==> src/rtl/core/ssc_pkg.sv <==
// Shared types and constants for the sphere-sphere contact block.
`default_nettype none
package ssc_pkg;
    localparam int CW         = 32;   // coordinate width, Q16.16
    localparam int RW         = 31;   // radius width
    localparam int NF         = 30;   // normal fraction bits, Q2.30
    localparam int SQ_STAGES  = 32;   // one root bit per stage
    localparam int DIV_STAGES = 31;   // one quotient bit per stage
    localparam int QW         = 4;    // queue depth
    localparam int QAW        = $clog2(QW);

    // Classified item handed from the front end to the back end.
    typedef struct packed {
        logic [2:0][CW-1:0] ca;
        logic [2:0][CW-1:0] cb;
        logic [RW-1:0]      ra;
        logic [RW-1:0]      rb;
        logic [2:0][CW-1:0] mag;
        logic [2:0]         neg;
        logic [63:0]        dsq;
        logic               ovl;
    } t_item;

    // Context carried behind the square root.
    typedef struct packed {
        logic [2:0][CW-1:0] ca;
        logic [2:0][CW-1:0] cb;
        logic [RW-1:0]      ra;
        logic [RW-1:0]      rb;
        logic [2:0]         neg;
        logic               hit;
        logic [CW-1:0]      depth;
        logic [CW-1:0]      span;
    } t_ctx;
endpackage
`default_nettype wire

==> src/rtl/core/ssc_queue.sv <==
// Short queue between the front end and the back end.
`default_nettype none
module ssc_queue (
    input  wire logic           i_clk,
    input  wire logic           i_rst_n,
    input  wire logic           i_valid,
    output logic                o_ready,
    input  wire ssc_pkg::t_item i_item,
    output logic                o_valid,
    input  wire logic           i_ready,
    output ssc_pkg::t_item      o_item
);
    ssc_pkg::t_item r_mem [ssc_pkg::QW];
    logic [ssc_pkg::QAW-1:0] r_wr, r_rd;
    logic [ssc_pkg::QAW:0]   r_cnt;
    logic push, pop;

    assign o_ready = r_cnt != (ssc_pkg::QAW+1)'(ssc_pkg::QW);
    assign o_valid = r_cnt != '0;
    assign o_item  = r_mem[r_rd];
    assign push    = i_valid && o_ready;
    assign pop     = o_valid && i_ready;

    always_ff @(posedge i_clk) begin
        if (!i_rst_n) begin
            r_wr  <= '0;
            r_rd  <= '0;
            r_cnt <= '0;
        end else begin
            if (push) r_wr <= r_wr + 1'b1;
            if (pop)  r_rd <= r_rd + 1'b1;
            r_cnt <= r_cnt + (ssc_pkg::QAW+1)'(push) - (ssc_pkg::QAW+1)'(pop);
        end
    end

    always_ff @(posedge i_clk) begin
        if (push) r_mem[r_wr] <= i_item;
    end
endmodule
`default_nettype wire

==> config.mk <==
export PLATFORM = sky130hd
export DESIGN_NAME = ssc_queue
export DESIGN_NICKNAME = d
export VERILOG_FILES = /design/src/rtl/core/ssc_pkg.sv /design/src/rtl/core/ssc_queue.sv
export SDC_FILE = /design/constraint.sdc
export NUM_CORES = 1
export LEC_CHECK = 0
export BUFFER_PORTS_ARGS = -buffer_cell sky130_fd_sc_hd__clkbuf_2
export CORE_MARGIN = 5
export CORE_UTILIZATION = 60
export CTS_CLUSTER_DIAMETER = 120
export CTS_CLUSTER_SIZE = 40
export DETAILED_ROUTE_END_ITERATION = 8
export PLACE_DENSITY_LB_ADDON = 0.12
export SETUP_SLACK_MARGIN = 0.3
export SYNTH_ARGS = -nofsm -noshare
export SYNTH_HDL_FRONTEND = slang
export SYNTH_SLANG_ARGS = --single-unit
==> constraint.sdc <==
create_clock -name i_clk -period 29.2 [get_ports i_clk]
set_input_delay 1.46 -clock i_clk [delete_from_list [all_inputs] [get_ports i_clk]]
set_output_delay 1.46 -clock i_clk [all_outputs]
set_load 0.05 [all_outputs]
==> impl_metrics.json, run 1 <==
{
  "seqCellArea_mm2": 0.0504,
  "routed_wl_um": 130000,
  "period_needed_ns": 5.85,
  "postPlaceCellArea_mm2": 0.0662,
  "grt_pass1_wl_um": 187000,
  "design_area_mm2": 0.0676,
  "max_freq_mhz": 171,
  "crit_arrival_ns": 4.39,
  "rsz0062_at_grt": "false",
  "rows": 116,
  "antenna_found_initial": 50,
  "grt_pass1_vias": 28000,
  "syn_area_mm2": 0.0606,
  "pre_cts_slack_ns": 22.85,
  "utilization_pct": 67.5,
  "cts_made_buffers": 48,
  "layout.nets": 3487,
  "regToRegSetupSlack_ns": 24.02,
  "gp_congestion": 0.820,
  "wl_per_cell_um": 29.6,
  "seq_area_frac_synth_pct": 83.1,
  "io_pins": 842,
  "yosysWarningCount": 0,
  "finalHoldViolCount": 0,
  "timing.final.setup_violations": 0,
  "synthTopCellsByArea": "edfxtp_1 83%, mux4_2 16%, buf_2 0.38%",
  "endpoint_kind": "output port",
  "dpl.hpwl_um": 86000,
  "multi_input_area_mm2": 0.00969,
  "vias": 26600,
  "final_cell_mix": "1672 x edfxtp_1, 841 x clkbuf_2, 418 x mux4_2, 49 x clkbuf_16, 25 x buf_4",
  "grt_max_degree": 185,
  "post_cts_resized": 0,
  "synthCells": 2231,
  "tns_ns": 0,
  "postCtsHoldBufs": 0,
  "drt_iter0_markers": 2261,
  "clk-insertion-delay-late_ns": 0.68,
  "pwr_density_cell_mw_per_mm2": 89.8,
  "clk_transition_reported_paths_ns": 0.12,
  "ir_worst_vdd_mv": 0.100,
  "max_cap_viol_count": 0,
  "core_area_mm2": 0.100,
  "final.setup_skew_ns": 0.0349,
  "ys_types": 22,
  "first_pass_iters": 5,
  "cts_max_path_buffers": 3,
  "syn_to_final_growth_pct": 11.4,
  "fillers": 6292,
  "dieWidth_um": 328,
  "fin_crit_sh_pct": 20.0,
  "setup_slack_ns": 23.35,
  "syn_area_per_cell_um2": 27.2,
  "grt_usage_pct": 24.0,
  "ant_nets": 0,
  "cts-root-buf": "clkbuf_16",
  "crit_fanout": 184,
  "worstSetupStartpointType": "register",
  "dieArea_mm2": 0.108,
  "post-route-drc-count": 0,
  "final_common_cell": "edfxtp_1",
  "clock-sinks": 1681,
  "hold_ws_ns": 0.547,
  "port_buffers": 841,
  "p_leak_nw": 22.0,
  "slew_headroom_pct": 13.8,
  "synth_seq_cells": 1681,
  "final_layout_size_suffix_gt1_share_pct": 44.0,
  "post-cts-setup-buffers": 0,
  "viasPerCell": 6.06,
  "tightest_slew_ns": 1.29,
  "die_h_um": 328,
  "syn-num-nets": 2660,
  "cts_tree": "done",
  "hold_class": "reg2reg",
  "start_util_pct": 60.6,
  "gr-total-overflow": 0,
  "crit_required_ns": 27.74,
  "synth_top_cell_by_area": "edfxtp_1",
  "slew_violations": 0,
  "synth.top_cell.area_share_pct": 82.8,
  "status": "finished, final reports clean",
  "crit_type": "reg2out",
  "cts-htree-levels": 2
}
-- registers in the layout, summed over array words and instances (netlist names), named ones only --
name and flops:
r_wr 2, r_cnt 3, r_rd 2, r_mem 1672
-- metrics by stage --
step	std cells	power, mW
after global placement	4306	5.19
after floorplan	2231	4.77
after CTS	4357	6.13
after global routing	4377	6.29
final	4392	6.07
after detailed placement	4306	5.22
-- cells in the mapped netlist --
library cell and number:
edfxtp_1 1672, buf_4 30, fa_1 1, clkbuf_2 1
nand2_1 5, buf_2 46, buf_6 4, or3_1 1
xnor2_1 4, dfxtp_1 9, ha_1 6, o311ai_0 1
mux2i_1 2, and2_1 7, inv_1 5, buf_1 8
nor2_1 1, a21boi_1 1, clkbuf_1 5, o31a_1 1
mux4_2 418, nor2b_1 3
-- cells by family after synthesis --
family | share of synthesized area [%]
multiplexers | 15.6
buffers and inverters | 0.945
XOR/XNOR | 0.0578
AO/OA/AOI/OAI | 0.0413
flip-flops | 83.1
adder cells (fa/ha/maj) | 0.157
AND/OR/NAND/NOR | 0.151
-- metal layers --
layer	up-vias	wire [µm]	global-route usage, %
li1	11300	-	-
met1	14200	44600	29.3
met2	898	67300	40.4
met3	207	12000	8.03
met4	34	5730	8.86
met5	-	235	0
-- where the power goes --
part	leakage, nW	internal [mW]	total (mW)	switching, mW
sequential	15.4	2.92	2.98	0.0650
combinational	6.00	0.592	2.15	1.56
clock	0.616	0.309	0.936	0.627
total	22.0	3.82	6.07	2.25
-- layout make-up --
cell class / instances / area share (%)
clock inverter: 2 / 0.0555
timing repair buffer: 871 / 6.65
tap: 1298 / 2.40
antenna: 35 / 0.130
multi-input combinational: 451 / 14.3
clock buffer: 49 / 1.81
inverter: 5 / 0.0278
sequential: 1681 / 74.6
-- worst max-delay path: stages, from the launching register on --
cell	delay, ns
dfxtp_4	0.95
buf_12	0.71
buf_4	0.86
mux4_2	0.46
clkbuf_2	0.26
-- worst paths after layout --
check                              start  cells after the start       endpoint
worst max-delay path            register                      4    o_item[165]
worst max register to register  r_cnt[1]                      6  r_mem[2][176]
worst min register to register   r_wr[1]                      2        r_wr[1]
worst min-delay path             r_wr[1]                      2        r_wr[1]
Note: power is estimated with default switching activity, not from simulation.
==> run 2, diff against run 1 <==
--- a/config.mk
+++ b/config.mk
@@ -7,7 +7,7 @@
 export LEC_CHECK = 0
 export BUFFER_PORTS_ARGS = -buffer_cell sky130_fd_sc_hd__clkbuf_2
 export CORE_MARGIN = 5
-export CORE_UTILIZATION = 60
+export CORE_UTILIZATION = 57
 export CTS_CLUSTER_DIAMETER = 120
 export CTS_CLUSTER_SIZE = 40
 export DETAILED_ROUTE_END_ITERATION = 8
==> constraint.sdc (replaced) <==
create_clock -name i_clk -period 6 [get_ports i_clk]
set_input_delay 0.3 -clock i_clk [delete_from_list [all_inputs] [get_ports i_clk]]
set_output_delay 0.3 -clock i_clk [all_outputs]
set_load 0.05 [all_outputs]
==> run 2 against run 1 <==
  * Final cell count grew 12%
  * Combinational power grew to 5.0 times the previous value
  * Register-to-register slack worse by 21 ns
  * Global-route usage fell by 0.16 points
  * Clock skew up 0.016 ns
  * Critical path type unchanged
  * Critical endpoint is now o_item[238]
==> impl_metrics.json, run 2 (same netlist as run 1, synthesis figures left out) <==
{
  "stdcell_count": 4927,
  "dieArea_mm2": 0.113,
  "crit_chain": "buf_4 -> mux4_2 -> clkbuf_2",
  "fin_crit_sh_pct": 63.1,
  "slew_headroom_pct": 24.0,
  "pwr_density_cell_mw_per_mm2": 415,
  "wl_per_cell_um": 27.7,
  "slew_violations": 0,
  "dieWidth_um": 336,
  "grt_pass1_wl_um": 198000,
  "crit_required_ns": 5.70,
  "crit_fanout": 43,
  "rr_startpoint": "r_cnt[1]",
  "cts_max_path_buffers": 3,
  "finalHoldViolCount": 0,
  "clk_transition_reported_paths_ns": 0.13,
  "slowest_stage": "dfxtp_4",
  "utilization_pct": 68.4,
  "crit_type": "reg2out",
  "cts_tree": "done",
  "multi_input_area_mm2": 0.00969,
  "cts-root-buf": "clkbuf_16",
  "endpoint": "o_item[238]",
  "cts_made_buffers": 48,
  "grt_pass1_vias": 30000,
  "reg.largest.list": "r_mem: 1672 flops, r_cnt: 3 flops",
  "post-cts-setup-buffers": 0,
  "io_pins": 842,
  "viasPerCell": 5.79,
  "drt_iter0_markers": 2354,
  "top_register": "r_mem",
  "die_h_um": 336,
  "place_inst": 4408,
  "route.met2.wl_um": 71300,
  "grt_max_degree": 125,
  "reg2reg_to": "r_mem[3][177]",
  "core_area_mm2": 0.105,
  "max_stage_delay_ns": 1.00,
  "crit_arrival_ns": 3.49,
  "p_leak_nw": 23.9,
  "status": "finished, final reports clean",
  "cts-htree-levels": 2,
  "antenna_found_initial": 28,
  "fillers": 6546,
  "clk-insertion-delay-late_ns": 0.69,
  "first_pass_iters": 5,
  "dr_wl_met3_um": 11400,
  "period_needed_ns": 3.79,
  "clock-sinks": 1681,
  "gp_congestion": 0.809,
  "rsz0062_at_grt": "false",
  "tns_ns": 0,
  "timing.final.setup_violations": 0,
  "max_freq_mhz": 264,
  "seqCellArea_mm2": 0.0504,
  "start_util_pct": 57.5,
  "routed_wl_um": 136000,
  "layout.nets": 3915,
  "gr-total-overflow": 0,
  "max_cap_viol_count": 0,
  "final.setup_skew_ns": 0.0509,
  "ir_worst_vdd_mv": 0.338,
  "final_cell_mix": "1672 x edfxtp_1, 841 x clkbuf_2, 419 x dlygate4sd3_1, 418 x mux4_2, 49 x clkbuf_16",
  "syn_to_final_growth_pct": 18.9,
  "tightest_slew_ns": 1.14,
  "post-route-drc-count": 0,
  "port_buffers": 841,
  "final_layout_size_suffix_gt1_share_pct": 38.7,
  "largest_reg_flops": 1672,
  "rows": 119,
  "hold_class": "in2reg",
  "vias": 28500,
  "final_common_cell": "edfxtp_1",
  "reg2regPathDepth": 4,
  "ant_nets": 0,
  "endpoint_kind": "output port",
  "worstSetupStartpointType": "register",
  "dpl.hpwl_um": 88100,
  "regToRegSetupSlack_ns": 2.81,
  "highest_layer": "met5",
  "wl_met1_um": 49000,
  "grt_usage_pct": 23.8
}
-- run 2: area by class of cell --
cell class	instances	area share, %
well taps	1391	2.41
diodes	29	0.101
repair buffers	1299	12.3
multi-input cells	451	13.4
clock inverters	3	0.0659
flip-flops and latches	1681	69.9
clock buffers	68	1.80
inverters	5	0.0260
-- run 2: where the power goes --
part | total [mW] | switching, mW | internal, mW | leakage, nW
sequential | 14.5 | 0.352 | 14.2 | 15.4
clock | 4.66 | 3.11 | 1.55 | 0.647
combinational | 10.8 | 7.67 | 3.09 | 7.82
total | 30.0 | 11.1 | 18.8 | 23.9
-- run 2: how the worst min path moves through the flow --
stage,slack [ns],endpoint,depth (start not counted),from
after CTS,0.002,register,4,i_ready
after detailed placement,0.50,r_wr[1],2,r_wr[1]
after global placement,0.48,r_wr[1],2,r_wr[1]
after floorplan,0.40,r_mem[0][0],0,i_item[0]
final,0.07,register,4,i_ready
after global routing,0.05,r_rd[0],4,i_ready
-- run 2: critical path, delay by kind of cell, from the launching register on --
kind / cells / cell delay, ns
mux: 1 / 0.65
flops: 1 / 1.00
buf+inv: 2 / 1.07
-- run 2: per-layer routing --
layer,track usage [%],vias to the layer above
li1,-,12200
met1,29.9,15100
met2,41.3,990
met3,6.26,174
met4,7.41,14
met5,0,-
-- run 2: metrics by stage --
stage / setup WS (ns) / hold WS, ns / total power [mW] / instance area [µm²]
after floorplan: -0.512 / 0.399 / 22.9 / 60600
after global placement: 2.84 / 0.479 / 25.3 / 66500
after detailed placement: 2.76 / 0.496 / 25.5 / 66500
after CTS: 2.03 / 0.00237 / 30.2 / 72000
after global routing: 1.87 / 0.0505 / 31.0 / 72100
final: 2.21 / 0.0717 / 30.0 / 72100
-- run 2: what timing repair did --
action,in CTS,in global routing
hold buffers,419,0
gates resized for setup,0,0
endpoints found under the hold margin,1681,0
